===== src/hbd_pkg.sv =====
// hbd_pkg: shared types, constants and check functions for the HDLC byte deframer.
// No dependencies; used by every module under src.
package hbd_pkg;

    localparam int CHECK_BYTES_MAX = 4;
    localparam int COUNT_BITS      = 16;
    localparam int BYTE_W          = 8;
    localparam int LEN_W           = 16;
    localparam int MAXF_W          = 16;
    localparam int MODE_W          = 2;
    localparam int CHK_W           = 32;
    localparam int TAIL_W          = 8 * CHECK_BYTES_MAX;
    localparam int TAIL_IW         = (CHECK_BYTES_MAX > 1) ? $clog2(CHECK_BYTES_MAX) : 1;
    localparam int KLEN_W          = 3;
    localparam int CFG_IDX_W       = 1;
    localparam int CFG_DATA_W      = 16;

    localparam logic [BYTE_W-1:0] FLAG_BYTE = 8'h7E;
    localparam logic [BYTE_W-1:0] ESC_BYTE  = 8'h7D;
    localparam logic [BYTE_W-1:0] ESC_XOR   = 8'h20;

    localparam logic [MODE_W-1:0] MODE_NONE  = 2'd0;
    localparam logic [MODE_W-1:0] MODE_SUM8  = 2'd1;
    localparam logic [MODE_W-1:0] MODE_FCS16 = 2'd2;
    localparam logic [MODE_W-1:0] MODE_FCS32 = 2'd3;

    localparam logic [CFG_IDX_W-1:0] CFG_CHECK_MODE = 1'd0;
    localparam logic [CFG_IDX_W-1:0] CFG_MAX_FRAME  = 1'd1;

    localparam logic [MAXF_W-1:0] MAXF_RESET = 16'd4096;

    localparam logic [15:0] POLY16 = 16'h8408;
    localparam logic [31:0] POLY32 = 32'hEDB88320;

    typedef struct packed {
        logic [BYTE_W-1:0] payload_byte;
        logic              payload_valid;
        logic              frame_done;
        logic              frame_status;
        logic [LEN_W-1:0]  payload_length;
    } t_result;

    typedef struct packed {
        logic              init;
        logic              upd;
        logic [MODE_W-1:0] mode;
        logic [BYTE_W-1:0] data;
    } t_chk_ctl;

    function automatic logic [KLEN_W-1:0] chk_len(input logic [MODE_W-1:0] mode);
        int k;
        begin
            k = (mode == MODE_FCS32) ? 4 : int'(mode);
            if (k > CHECK_BYTES_MAX) k = CHECK_BYTES_MAX;
            return KLEN_W'(k);
        end
    endfunction

    function automatic logic [CHK_W-1:0] chk_init(input logic [MODE_W-1:0] mode);
        logic [CHK_W-1:0] v;
        begin
            case (mode)
                MODE_FCS16: v = 32'h0000_FFFF;
                MODE_FCS32: v = 32'hFFFF_FFFF;
                default:    v = '0;
            endcase
            return v;
        end
    endfunction

    function automatic logic [CHK_W-1:0] chk_next(input logic [MODE_W-1:0] mode,
                                                  input logic [CHK_W-1:0]  c,
                                                  input logic [BYTE_W-1:0] b);
        logic [15:0]      c16;
        logic [31:0]      c32;
        logic [CHK_W-1:0] v;
        begin
            c16 = c[15:0] ^ {8'h00, b};
            c32 = c ^ {24'h0, b};
            for (int i = 0; i < 8; i++) begin
                c16 = c16[0] ? ((c16 >> 1) ^ POLY16) : (c16 >> 1);
                c32 = c32[0] ? ((c32 >> 1) ^ POLY32) : (c32 >> 1);
            end
            case (mode)
                MODE_SUM8:  v = {24'h0, c[7:0] + b};
                MODE_FCS16: v = {16'h0, c16};
                MODE_FCS32: v = c32;
                default:    v = '0;
            endcase
            return v;
        end
    endfunction

endpackage


===== src/hbd_check.sv =====
// hbd_check: running frame check register (8-bit sum, FCS-16, FCS-32).
// Depends on hbd_pkg.
module hbd_check (
    input  logic                       i_clk,
    input  logic                       i_rst_n,
    input  hbd_pkg::t_chk_ctl          i_ctl,
    output logic [hbd_pkg::CHK_W-1:0]  o_chk
);

    logic [hbd_pkg::CHK_W-1:0] r_chk;
    logic [hbd_pkg::CHK_W-1:0] n_chk;

    always_comb begin
        n_chk = r_chk;
        if (i_ctl.init) begin
            n_chk = hbd_pkg::chk_init(i_ctl.mode);
        end else if (i_ctl.upd) begin
            n_chk = hbd_pkg::chk_next(i_ctl.mode, r_chk, i_ctl.data);
        end
    end

    always_ff @(posedge i_clk) begin
        if (!i_rst_n) begin
            r_chk <= hbd_pkg::chk_init(hbd_pkg::MODE_FCS16);
        end else begin
            r_chk <= n_chk;
        end
    end

    assign o_chk = r_chk;

endmodule


===== src/hbd_core.sv =====
// hbd_core: flag hunt, unescape, byte count, check-field delay and closing check.
// Depends on hbd_pkg; drives hbd_check through a t_chk_ctl struct.
module hbd_core (
    input  logic                          i_clk,
    input  logic                          i_rst_n,
    input  logic                          i_fire,
    input  logic [hbd_pkg::BYTE_W-1:0]    i_byte,
    input  logic [hbd_pkg::MODE_W-1:0]    i_cfg_mode,
    input  logic [hbd_pkg::MAXF_W-1:0]    i_cfg_max,
    input  logic [hbd_pkg::CHK_W-1:0]     i_chk,
    output hbd_pkg::t_chk_ctl             o_chk_ctl,
    output logic                          o_res_vld,
    output hbd_pkg::t_result              o_res
);

    logic                                r_hunt;
    logic                                r_esc;
    logic [hbd_pkg::COUNT_BITS-1:0]      r_count;
    logic [hbd_pkg::MODE_W-1:0]          r_mode;
    logic [hbd_pkg::BYTE_W-1:0]          r_tail [hbd_pkg::CHECK_BYTES_MAX];

    logic                                n_hunt;
    logic                                n_esc;
    logic [hbd_pkg::COUNT_BITS-1:0]      n_count;
    logic [hbd_pkg::MODE_W-1:0]          n_mode;
    logic [hbd_pkg::BYTE_W-1:0]          n_tail [hbd_pkg::CHECK_BYTES_MAX];

    logic [hbd_pkg::KLEN_W-1:0]          klen;
    logic [hbd_pkg::BYTE_W-1:0]          byte_x;
    logic [31:0]                         cnt_ext;
    logic [31:0]                         k_ext;
    logic                                full;
    logic [hbd_pkg::TAIL_W-1:0]          tail_rd;
    logic [hbd_pkg::TAIL_W-1:0]          fmask;
    logic [hbd_pkg::CHK_W-1:0]           calc;
    hbd_pkg::t_chk_ctl                   ctl;
    hbd_pkg::t_result                    res;
    logic                                res_vld;

    always_comb begin
        klen    = hbd_pkg::chk_len(r_mode);
        byte_x  = r_esc ? (i_byte ^ hbd_pkg::ESC_XOR) : i_byte;
        cnt_ext = 32'(r_count);
        k_ext   = 32'(klen);
        full    = (cnt_ext >= 32'(i_cfg_max))
               || (cnt_ext >= 32'((64'd1 << hbd_pkg::COUNT_BITS) - 64'd1));
        calc    = (r_mode == hbd_pkg::MODE_SUM8) ? i_chk : ~i_chk;
        for (int i = 0; i < hbd_pkg::CHECK_BYTES_MAX; i++) begin
            tail_rd[8*i +: 8] = r_tail[i];
            fmask[8*i +: 8]   = (i < int'(klen)) ? 8'hFF : 8'h00;
        end

        n_hunt  = r_hunt;
        n_esc   = r_esc;
        n_count = r_count;
        n_mode  = r_mode;
        n_tail  = r_tail;
        res     = '0;
        res_vld = 1'b0;
        ctl     = '0;
        ctl.mode = r_mode;
        ctl.data = r_tail[0];

        if (i_fire) begin
            if (r_hunt) begin
                if (i_byte == hbd_pkg::FLAG_BYTE) begin
                    n_hunt   = 1'b0;
                    n_esc    = 1'b0;
                    n_count  = '0;
                    n_mode   = i_cfg_mode;
                    ctl.init = 1'b1;
                    ctl.mode = i_cfg_mode;
                    for (int i = 0; i < hbd_pkg::CHECK_BYTES_MAX; i++) begin
                        n_tail[i] = '0;
                    end
                end
            end else if (i_byte == hbd_pkg::FLAG_BYTE) begin
                n_esc = 1'b0;
                if (r_count != '0) begin
                    n_hunt           = 1'b1;
                    res_vld          = 1'b1;
                    res.frame_done   = 1'b1;
                    if (cnt_ext < k_ext) begin
                        res.frame_status = 1'b1;
                    end else begin
                        res.payload_length = hbd_pkg::LEN_W'(cnt_ext - k_ext);
                        res.frame_status   =
                            (((calc[hbd_pkg::TAIL_W-1:0] ^ tail_rd) & fmask) != '0);
                    end
                end
            end else if (i_byte == hbd_pkg::ESC_BYTE) begin
                n_esc = 1'b1;
            end else if (!full) begin
                n_esc   = 1'b0;
                n_count = r_count + hbd_pkg::COUNT_BITS'(1);
                if (klen == '0) begin
                    res_vld           = 1'b1;
                    res.payload_byte  = byte_x;
                    res.payload_valid = 1'b1;
                end else if (cnt_ext < k_ext) begin
                    n_tail[r_count[hbd_pkg::TAIL_IW-1:0]] = byte_x;
                end else begin
                    for (int i = 0; i < hbd_pkg::CHECK_BYTES_MAX; i++) begin
                        if (i + 1 < int'(klen)) begin
                            n_tail[i] = r_tail[i + 1];
                        end else if (i + 1 == int'(klen)) begin
                            n_tail[i] = byte_x;
                        end
                    end
                    ctl.upd           = 1'b1;
                    res_vld           = 1'b1;
                    res.payload_byte  = r_tail[0];
                    res.payload_valid = 1'b1;
                end
            end
        end
    end

    always_ff @(posedge i_clk) begin
        if (!i_rst_n) begin
            r_hunt  <= 1'b1;
            r_esc   <= 1'b0;
            r_count <= '0;
            r_mode  <= hbd_pkg::MODE_FCS16;
        end else begin
            r_hunt  <= n_hunt;
            r_esc   <= n_esc;
            r_count <= n_count;
            r_mode  <= n_mode;
        end
    end

    always_ff @(posedge i_clk) begin
        r_tail <= n_tail;
    end

    assign o_chk_ctl = ctl;
    assign o_res_vld = res_vld;
    assign o_res     = res;

`ifndef SYNTHESIS
    a_res_kind: assert property (@(posedge i_clk) disable iff (!i_rst_n)
        res_vld |-> (res.payload_valid != res.frame_done))
        else $error("result is neither or both of payload and frame end");

    a_done_hunts: assert property (@(posedge i_clk) disable iff (!i_rst_n)
        (res_vld && res.frame_done) |=> r_hunt)
        else $error("closing flag did not return to hunt");

    a_no_res_hunting: assert property (@(posedge i_clk) disable iff (!i_rst_n)
        r_hunt |-> !res_vld)
        else $error("result while hunting");

    a_open_clears: assert property (@(posedge i_clk) disable iff (!i_rst_n)
        (r_hunt && !n_hunt) |=> (r_count == '0 && !r_esc))
        else $error("frame opened with stale count or escape");
`endif

endmodule


===== src/hbd_obuf.sv =====
// hbd_obuf: output register with one skid entry for the result channel.
// Depends on hbd_pkg (t_result).
module hbd_obuf (
    input  logic              i_clk,
    input  logic              i_rst_n,
    input  logic              i_push,
    input  hbd_pkg::t_result  i_data,
    output logic              o_full,
    output logic              o_valid,
    input  logic              i_stall,
    output hbd_pkg::t_result  o_data
);

    logic             r_vld;
    logic             r_skd_vld;
    hbd_pkg::t_result r_dat;
    hbd_pkg::t_result r_skd;

    logic             n_vld;
    logic             n_skd_vld;
    hbd_pkg::t_result n_dat;
    hbd_pkg::t_result n_skd;
    logic             take;

    always_comb begin
        take      = r_vld && !i_stall;
        n_vld     = r_vld;
        n_skd_vld = r_skd_vld;
        n_dat     = r_dat;
        n_skd     = r_skd;
        if (r_skd_vld) begin
            if (take) begin
                n_dat     = r_skd;
                n_skd_vld = 1'b0;
            end
        end else if (i_push) begin
            if (!r_vld || take) begin
                n_dat = i_data;
                n_vld = 1'b1;
            end else begin
                n_skd     = i_data;
                n_skd_vld = 1'b1;
            end
        end else if (take) begin
            n_vld = 1'b0;
        end
    end

    always_ff @(posedge i_clk) begin
        if (!i_rst_n) begin
            r_vld     <= 1'b0;
            r_skd_vld <= 1'b0;
        end else begin
            r_vld     <= n_vld;
            r_skd_vld <= n_skd_vld;
        end
    end

    always_ff @(posedge i_clk) begin
        r_dat <= n_dat;
        r_skd <= n_skd;
    end

    assign o_full  = r_skd_vld;
    assign o_valid = r_vld;
    assign o_data  = r_dat;

endmodule


===== src/hdlc_byte_deframer_fcs_check.sv =====
// hdlc_byte_deframer_fcs_check: top level, configuration registers and wiring.
// Depends on hbd_pkg, hbd_check, hbd_core, hbd_obuf.
//
//   channel   direction  handshake                  beat
//   input     in         i_in_valid / o_in_stall    i_rx_byte
//   output    out        o_out_valid / i_out_stall  o_payload_*, o_frame_*
//   config    in         i_cfg_we                   i_cfg_idx, i_cfg_data
//
// One input beat per cycle unless stalled; any result is registered in hbd_obuf.
// Framing, unescape and check update run in the same cycle as acceptance.
// Output register plus one skid entry: input stalls only when both are full.
// Synchronous active-low reset: hunting, check mode FCS-16, capacity 4096.
module hdlc_byte_deframer_fcs_check (
    input  logic                             i_clk,
    input  logic                             i_rst_n,
    input  logic                             i_in_valid,
    output logic                             o_in_stall,
    input  logic [hbd_pkg::BYTE_W-1:0]       i_rx_byte,
    output logic                             o_out_valid,
    input  logic                             i_out_stall,
    output logic [hbd_pkg::BYTE_W-1:0]       o_payload_byte,
    output logic                             o_payload_valid,
    output logic                             o_frame_done,
    output logic                             o_frame_status,
    output logic [hbd_pkg::LEN_W-1:0]        o_payload_length,
    input  logic                             i_cfg_we,
    input  logic [hbd_pkg::CFG_IDX_W-1:0]    i_cfg_idx,
    input  logic [hbd_pkg::CFG_DATA_W-1:0]   i_cfg_data
);

    logic [hbd_pkg::MODE_W-1:0] r_cfg_mode;
    logic [hbd_pkg::MAXF_W-1:0] r_cfg_max;
    logic                       fire;
    logic                       obuf_full;
    logic                       res_vld;
    hbd_pkg::t_result           res;
    hbd_pkg::t_result           out_dat;
    hbd_pkg::t_chk_ctl          chk_ctl;
    logic [hbd_pkg::CHK_W-1:0]  chk;

    always_ff @(posedge i_clk) begin
        if (!i_rst_n) begin
            r_cfg_mode <= hbd_pkg::MODE_FCS16;
            r_cfg_max  <= hbd_pkg::MAXF_RESET;
        end else if (i_cfg_we) begin
            unique case (i_cfg_idx)
                hbd_pkg::CFG_CHECK_MODE: r_cfg_mode <= i_cfg_data[hbd_pkg::MODE_W-1:0];
                hbd_pkg::CFG_MAX_FRAME:  r_cfg_max  <= i_cfg_data[hbd_pkg::MAXF_W-1:0];
                default: ;
            endcase
        end
    end

    assign o_in_stall = obuf_full;
    assign fire       = i_in_valid && !obuf_full;

    hbd_check u_check (
        .i_clk   (i_clk),
        .i_rst_n (i_rst_n),
        .i_ctl   (chk_ctl),
        .o_chk   (chk)
    );

    hbd_core u_core (
        .i_clk      (i_clk),
        .i_rst_n    (i_rst_n),
        .i_fire     (fire),
        .i_byte     (i_rx_byte),
        .i_cfg_mode (r_cfg_mode),
        .i_cfg_max  (r_cfg_max),
        .i_chk      (chk),
        .o_chk_ctl  (chk_ctl),
        .o_res_vld  (res_vld),
        .o_res      (res)
    );

    hbd_obuf u_obuf (
        .i_clk   (i_clk),
        .i_rst_n (i_rst_n),
        .i_push  (res_vld),
        .i_data  (res),
        .o_full  (obuf_full),
        .o_valid (o_out_valid),
        .i_stall (i_out_stall),
        .o_data  (out_dat)
    );

    assign o_payload_byte   = out_dat.payload_byte;
    assign o_payload_valid  = out_dat.payload_valid;
    assign o_frame_done     = out_dat.frame_done;
    assign o_frame_status   = out_dat.frame_status;
    assign o_payload_length = out_dat.payload_length;

endmodule

===== config.mk =====
export PLATFORM = sky130hd
export DESIGN_NAME = hdlc_byte_deframer_fcs_check
export DESIGN_NICKNAME = d
export VERILOG_FILES = /design/src/hbd_pkg.sv /design/src/hbd_check.sv /design/src/hbd_core.sv /design/src/hbd_obuf.sv /design/src/hdlc_byte_deframer_fcs_check.sv
export SDC_FILE = /design/constraint.sdc
export NUM_CORES = 1
export LEC_CHECK = 0
export BUFFER_PORTS_ARGS = -buffer_cell sky130_fd_sc_hd__clkbuf_2
export CAP_MARGIN = 10
export CORE_ASPECT_RATIO = 0.9
export CORE_MARGIN = 5
export CORE_UTILIZATION = 30
export DETAILED_ROUTE_END_ITERATION = 10
export GPL_ROUTABILITY_DRIVEN = 0
export GPL_TIMING_DRIVEN = 0
export SLEW_MARGIN = 20
export SYNTH_ARGS = -nofsm -noshare
export SYNTH_HDL_FRONTEND = slang
export SYNTH_SLANG_ARGS = --single-unit

===== constraint.sdc =====
create_clock -name i_clk -period 6.5 [get_ports i_clk]
set_input_delay 0.65 -clock i_clk [delete_from_list [all_inputs] [get_ports i_clk]]
set_output_delay 0.65 -clock i_clk [all_outputs]
set_load 0.005 [all_outputs]

### After elaboration in Yosys (flattened, before gate mapping)

Cells that the tools add are included.

* output and inout bits: 29
* register bits: 158
* bits of input ports: 30
* word-level logic and storage cells: 211

* reduce and logical (&&, ||, !) cells: 30
* order comparisons: 11
* add/subtract/negate cells: 3
* eq/ne operators: 19
* bitwise gates (word level): 26
* mux-type cells: 99

Operators with widths (count)
* $mux 32: 18
* $mux 16: 14
* $mux 27: 6
* $not 13->14: 8
* $mux 8: 13
* $pmux 32 s3: 1
* $pmux 32 s2: 1
* $mux 9: 5
* $mux 18: 2
* $and 32x32->32: 1
* $bwmux 32: 1
* $gt 32x4->1 const B: 1
* $not 32->32: 1
* $reduce_bool 32->1: 1
* $xor 32x32->32: 1
* $xor 32x8->32: 1
* $mux 1: 31
* $reduce_and 7->1: 4
* $not 2->3: 9
* $add 16x1->16 const B: 1
* $demux 8 s2: 1
* $eq 8x7->1 const B: 2
* $ge 16x16->1: 1
* $ge 16x16->1 const B: 1
* 31 further kinds: 63

### Depth between registers and ports, before layout

* word-level depth: 20
* depth in mapped cells: 14
* gate-level depth less buffers: 10

### By module

From an unflattened synthesis, not the netlist that was laid out.

* cell total of the unflattened synthesis: 1034
* area total of the unflattened synthesis: 10097.2 µm²

Modules (own cells, without submodules)
* hbd_core: cells each 556, area an instance 4579.4 µm², times used 1, seq. area each 1361.3 µm²
* hbd_check: cells each 297, area an instance 2566.2 µm², times used 1, seq. area each 640.6 µm²
* hbd_obuf: cells each 97, area an instance 2173.3 µm², times used 1, seq. area each 1661.6 µm²
* hdlc_byte_deframer_fcs_check: cells each 84, area an instance 778.2 µm², times used 1, seq. area each 360.3 µm²

### Least setup slack after synthesis

OpenSTA, ideal clock, no wires.

* kind: flip-flop to flip-flop
* start: register u_core.r_count[0] (netlist name)
* end: register u_obuf.r_dat (netlist bit u_obuf.o_data[0]) (enable)
* library setup time: 0.453 ns
* data required time: 6.047 ns
* arrival: 4.182 ns
* buffers on the path: 1
* path slack: 1.866 ns
* clock period less this slack: 4.634 ns
* cell stages (with the launch flop): 11
* cell sequence: dfxtp_1 -> inv_1 -> ha_1 -> and3_1 -> o21ai_0 -> a311oi_1 -> or4_1 -> clkbuf_1 -> nor2_1 -> nor2_1 -> a21boi_0

* word-level cells in the longest chain between the ends: 10
* elaborated cells between the ends (all ways): 15
* those cells by class: 3 x order compare; 8 x mux; 4 x reduce/logical

Ends and longest elaborated chain
* start, declared: RTL line hbd_core.sv:18 `logic [hbd_pkg::COUNT_BITS-1:0] r_count;`
* start signal, assigned: RTL line hbd_core.sv:128 `r_count <= n_count;`
* $lt 16x3->1: RTL line hbd_core.sv:100 `end else if (cnt_ext < k_ext) begin`
* $mux 1: RTL line hbd_core.sv:100
* $mux 1: RTL line hbd_core.sv:96 `if (klen == '0) begin`
* $mux 1: RTL line hbd_core.sv:93 `end else if (!full) begin`
* $mux 1: RTL line hbd_core.sv:91 `end else if (i_byte == hbd_pkg::ESC_BYTE) begin`
* $mux 1 (*): RTL line hbd_core.sv:77 `end else if (i_byte == hbd_pkg::FLAG_BYTE) begin`
* $mux 1 (*): RTL line hbd_core.sv:65 `if (r_hunt) begin`
* $mux 1 (*): RTL line hbd_core.sv:64 `if (i_fire) begin`
* $reduce_bool 2->1 (no source line) (*)
* $reduce_and 3->1 (no source line) (*)
* end signal, assigned: RTL line hbd_obuf.sv:60 `r_dat <= n_dat;`
* end, declared: RTL line hbd_obuf.sv:16 `hbd_pkg::t_result r_dat;`

Every way passes the cells marked *; elsewhere a longest branch is shown, timed or not.
A chain may end at the register's enable or synchronous reset.

### Worst setup path after layout

* start: register u_core.r_mode[1] (netlist name)
* end: register u_core.r_tail[1] (netlist name) (enable)

* word-level cells in the longest chain between the ends: 7
* elaborated cells between the ends (all ways): 11
* those cells by class: 3 x order compare; 3 x eq/ne; 2 x mux; 3 x reduce/logical

Ends and longest elaborated chain
* start, declared: RTL line hbd_core.sv:19 `logic [hbd_pkg::MODE_W-1:0] r_mode;`
* start signal, assigned: RTL line hbd_core.sv:124 `r_mode <= hbd_pkg::MODE_FCS16;`
* start signal, assigned: RTL line hbd_core.sv:129 `r_mode <= n_mode;`
* $eq 2x2->1: RTL line hbd_pkg.sv:53 `k = (mode == MODE_FCS32) ? 4 : int'(mode);`
* $mux 3 (*): RTL line hbd_pkg.sv:53
* $gt 32x4->1: RTL line hbd_pkg.sv:54 `if (k > CHECK_BYTES_MAX) k = CHECK_BYTES_MAX;`
* $mux 3 (*): RTL line hbd_pkg.sv:54
* $lt 16x3->1 (tied with other cells): RTL line hbd_core.sv:100
* $reduce_bool 4->1 (no source line) or $ne 2x1->1 (tied branches)
* $reduce_and 7->1 (no source line) (*)
* end signal, assigned: RTL line hbd_core.sv:134 `r_tail <= n_tail;`
* end, declared: RTL line hbd_core.sv:20 `logic [hbd_pkg::BYTE_W-1:0] r_tail [hbd_pkg::CHECK_BYTES_MAX];`

Marks and branches as above.

==> Implementation_results.wiki <==
{| class="wikitable"
! Metric !! Value
|-
| Required time worst endpoint || 6.57 ns
|-
| Number of buffers added by the clock tree synthesis step || 17
|-
| Synthesized netlist cell count || 996
|-
| Most common cell after layout, fill and taps aside || sky130_fd_sc_hd__nand2_1
|-
| Met3 wire length || 1800 um
|-
| Detailed Route WL || 25,500 um
|-
| Maximum number of pins on one net before global-route repair || 28
|-
| Static leakage power || 4.19 nW
|-
| #FFs+latches synth || 158
|-
| Netlist area before placement || 0.00931 mm2
|-
| Final period utilization || 62.8%
|-
| Count of cell types in the netlist || 69
|-
| Final Worst Setup Slack || 2.42 ns
|-
| Maximum fanout along the worst path || 10
|-
| Cell chosen for the clock root || sky130_fd_sc_hd__clkbuf_16
|-
| Layout Area Growth over Synthesis || 15.6%
|-
| Post-route minimum period || 4.08 ns
|-
| Most frequent cells in the layout || sky130_fd_sc_hd__nand2_1 (92), sky130_fd_sc_hd__edfxtp_1 (86), sky130_fd_sc_hd__a21oi_1 (78), sky130_fd_sc_hd__xnor2_1 (78), sky130_fd_sc_hd__dfxtp_1 (72)
|-
| Outcome || finished, final reports clean
|-
| Core box area || 0.0308 mm2
|-
| Final nets || 1,141
|-
| Max Clock Skew || 0.0109 ns
|-
| Number of I/O port buffers || 56
|-
| Hold Path Cell Cnt || 3
|-
| Mean instance size in the synthesized netlist || 9.35 um2
|-
| Average vias per placed instance || 5.09
|-
| Cell count of the worst reg-to-reg path || 10
|-
| Hold-fix buffer count after cts || 0
|-
| Die outline width || 196 um
|-
| DP Worst Slack || 2.49 ns
|-
| Pins over their slew limit || 0
|-
| Final hold vios || 0
|-
| Drt first pass iters || 6
|-
| Worst Setup Start Kind || flop
|-
| DRT iter0 DRCs || 608
|-
| Wire length on met2 || 11,100 um
|-
| Start-to-end type of the worst setup path || flop to flop
|-
| F_max || 0.245 GHz
|-
| Count of flip-flops with a built-in enable after synthesis || 86
|-
| Count of cells resized by post-cts repair || 0
|-
| Area of the die || 0.0347 mm2
|-
| Placed Instances || 1,462
|-
| Predominant post-synthesis flop cell || sky130_fd_sc_hd__edfxtp_1
|-
| Initial cell density of the core || 30.3%
|-
| Peak supply drop || 0.153 mV
|-
| Post-CTS setup repair buffer count || 0
|-
| Number of core rows || 61
|-
| Share of flip-flops with an asynchronous set or reset || 0%
|-
| Antenna violations before repair || 3
|-
| Unrepaired setup endpoints after global routing || false
|-
| Type of the tightest min-delay check || primary input to flop
|-
| CP arrival || 4.15 ns
|-
| TritonCTS clock tree || built
|-
| Clock net sink count || 158
|-
| Met1 wire length || 11,900 um
|-
| H-tree lvl count || 4
|-
| Max Used Layer || met5
|-
| Ys Warns || 0
|-
| Post-layout utilization of the core || 35.0%
|-
| Capturing element type of the critical path || flop
|-
| Filler-free cell count of the finished design || 1,495
|-
| Total Power Consumption || 2.15 mW
|-
| Clk pin slew, worst setup/hold paths || 0.08 ns
|-
| Detailed Place HPWL || 19,400 um
|-
| Syn_nets || 1,065
|-
| Vertical die dimension || 177 um
|-
| Number of maximum-capacitance constraint violations || 0
|-
| Maximum buffer depth of the clock tree || 2
|-
| Via count of the first global-routing pass || 7,441
|-
| Cell area after layout || 0.0108 mm2
|-
| Instance area at placement || 0.0101 mm2
|-
| Final-report setup violation count || 0
|-
| Power density of the placed cells || 199 mW/mm2
|-
| Boundary pin count || 59
|-
| Slew HR || 28.3%
|-
| Count of unresolved DRC violations after routing || 0
|-
| Grt total ovfl || 0
|-
| Transition time at the pin with the least slew margin || 1.06 ns
|-
| Global-route wire length before repair || 40,800 um
|-
| Post-Route Setup TNS || 0 ns
|-
| Clock Latency Late Sink || 0.45 ns
|-
| Average wire length per cell after detail routing || 17.1 um
|-
| Layout cells sized above 1 || 11.2%
|-
| Number of vias after detailed routing || 7,616
|-
| Fraction of the yosys area taken by sequential cells || 43.2%
|-
| Final antenna-violating net count || 0
|-
| GRT Total Usage || 14.7%
|-
| Minimum hold slack || 0.422 ns
|}
==> synth_stat cells (all sizes together), types with 20 or more instances <==
library cell / n / area share, %
a21o: 26 / 2.1
a21oi: 78 / 4.2
clkbuf: 50 / 2.0
dfxtp: 72 / 15
edfxtp: 86 / 28
ha: 37 / 5.0
inv: 30 / 1.2
mux2i: 23 / 2.5
nand2: 93 / 3.8
nand3: 24 / 1.3
nor2: 73 / 3.0
nor3: 44 / 2.4
o21ai: 44 / 2.4
o22ai: 20 / 1.3
xnor2: 78 / 7.3
xor2: 44 / 4.1
==> state kept, by name, summed over array words and instances, names as in the netlist <==
register          flops
u_check.o_chk        32
u_obuf.r_skd         27
u_core.r_hunt         1
u_obuf.o_full         1
u_core.o_chk_ctl      8
u_core.r_tail        24
u_core.r_esc          1
u_obuf.o_valid        1
u_core.r_count       16
r_cfg_max            16
r_cfg_mode            2
u_core.r_mode         2
u_obuf.o_data        27
==> layer usage <==
| layer | vias up | GRT usage [%] |
|---|---|---|
| met5 | - | 0 |
| met2 | 252 | 22.4 |
| met3 | 49 | 3.27 |
| li1 | 3744 | - |
| met4 | 4 | 5.50 |
| met1 | 3567 | 20.4 |
==> final cells by class <==
class | count | area (um2)
buffer | 65 | 277
fill | 3146 | 20000
antenna | 1 | 2.50
inverter | 31 | 116
multi-input combinational | 742 | 4910
tap | 409 | 512
clock inverter | 15 | 183
sequential | 158 | 4020
timing repair buffer | 57 | 308
clock buffer | 17 | 425
==> path summary, 6_finish.rpt <==
| path | slack [ns] | endpoint | startpoint |
|---|---|---|---|
| worst max-delay path | 2.42 | u_core.r_tail[1] | u_core.r_mode[1] |
| worst min-delay path | 0.42 | r_cfg_max[10] | i_cfg_data[10] |
| worst max register to register | 2.42 | u_core.r_tail[1] | u_core.r_mode[1] |
| worst min register to register | 0.46 | r_cfg_max[13] | r_cfg_max[13] |
==> report_power, final <==
group	total (mW)	internal [mW]	leakage [nW]	switching [mW]
clock	1.02	0.523	0.293	0.497
sequential	1.05	1.05	1.45	0.00396
combinational	0.0749	0.0262	2.45	0.0487
==> worst max-delay path, stage by stage, from the launching register on <==
cell and delay, ns:
sky130_fd_sc_hd__dfxtp_1 0.34, sky130_fd_sc_hd__clkbuf_1 0.43, sky130_fd_sc_hd__nand2_1 0.38, sky130_fd_sc_hd__ha_1 0.41
sky130_fd_sc_hd__nor2b_1 0.18, sky130_fd_sc_hd__nor4_2 0.48, sky130_fd_sc_hd__and2_0 0.20, sky130_fd_sc_hd__clkbuf_1 0.33
sky130_fd_sc_hd__maj3_1 0.25, sky130_fd_sc_hd__nor2_1 0.04, sky130_fd_sc_hd__nor2_1 0.66
==> cell families after synthesis <==
group / share of synthesized area [%]
buffers and inverters: 4.22
adder cells (fa/ha/maj): 5.51
AO/OA/AOI/OAI: 14.6
AND/OR/NAND/NOR: 18.1
XOR/XNOR: 11.5
flip-flops: 43.2
multiplexers: 2.88
(Power assumes the default switching activity.)
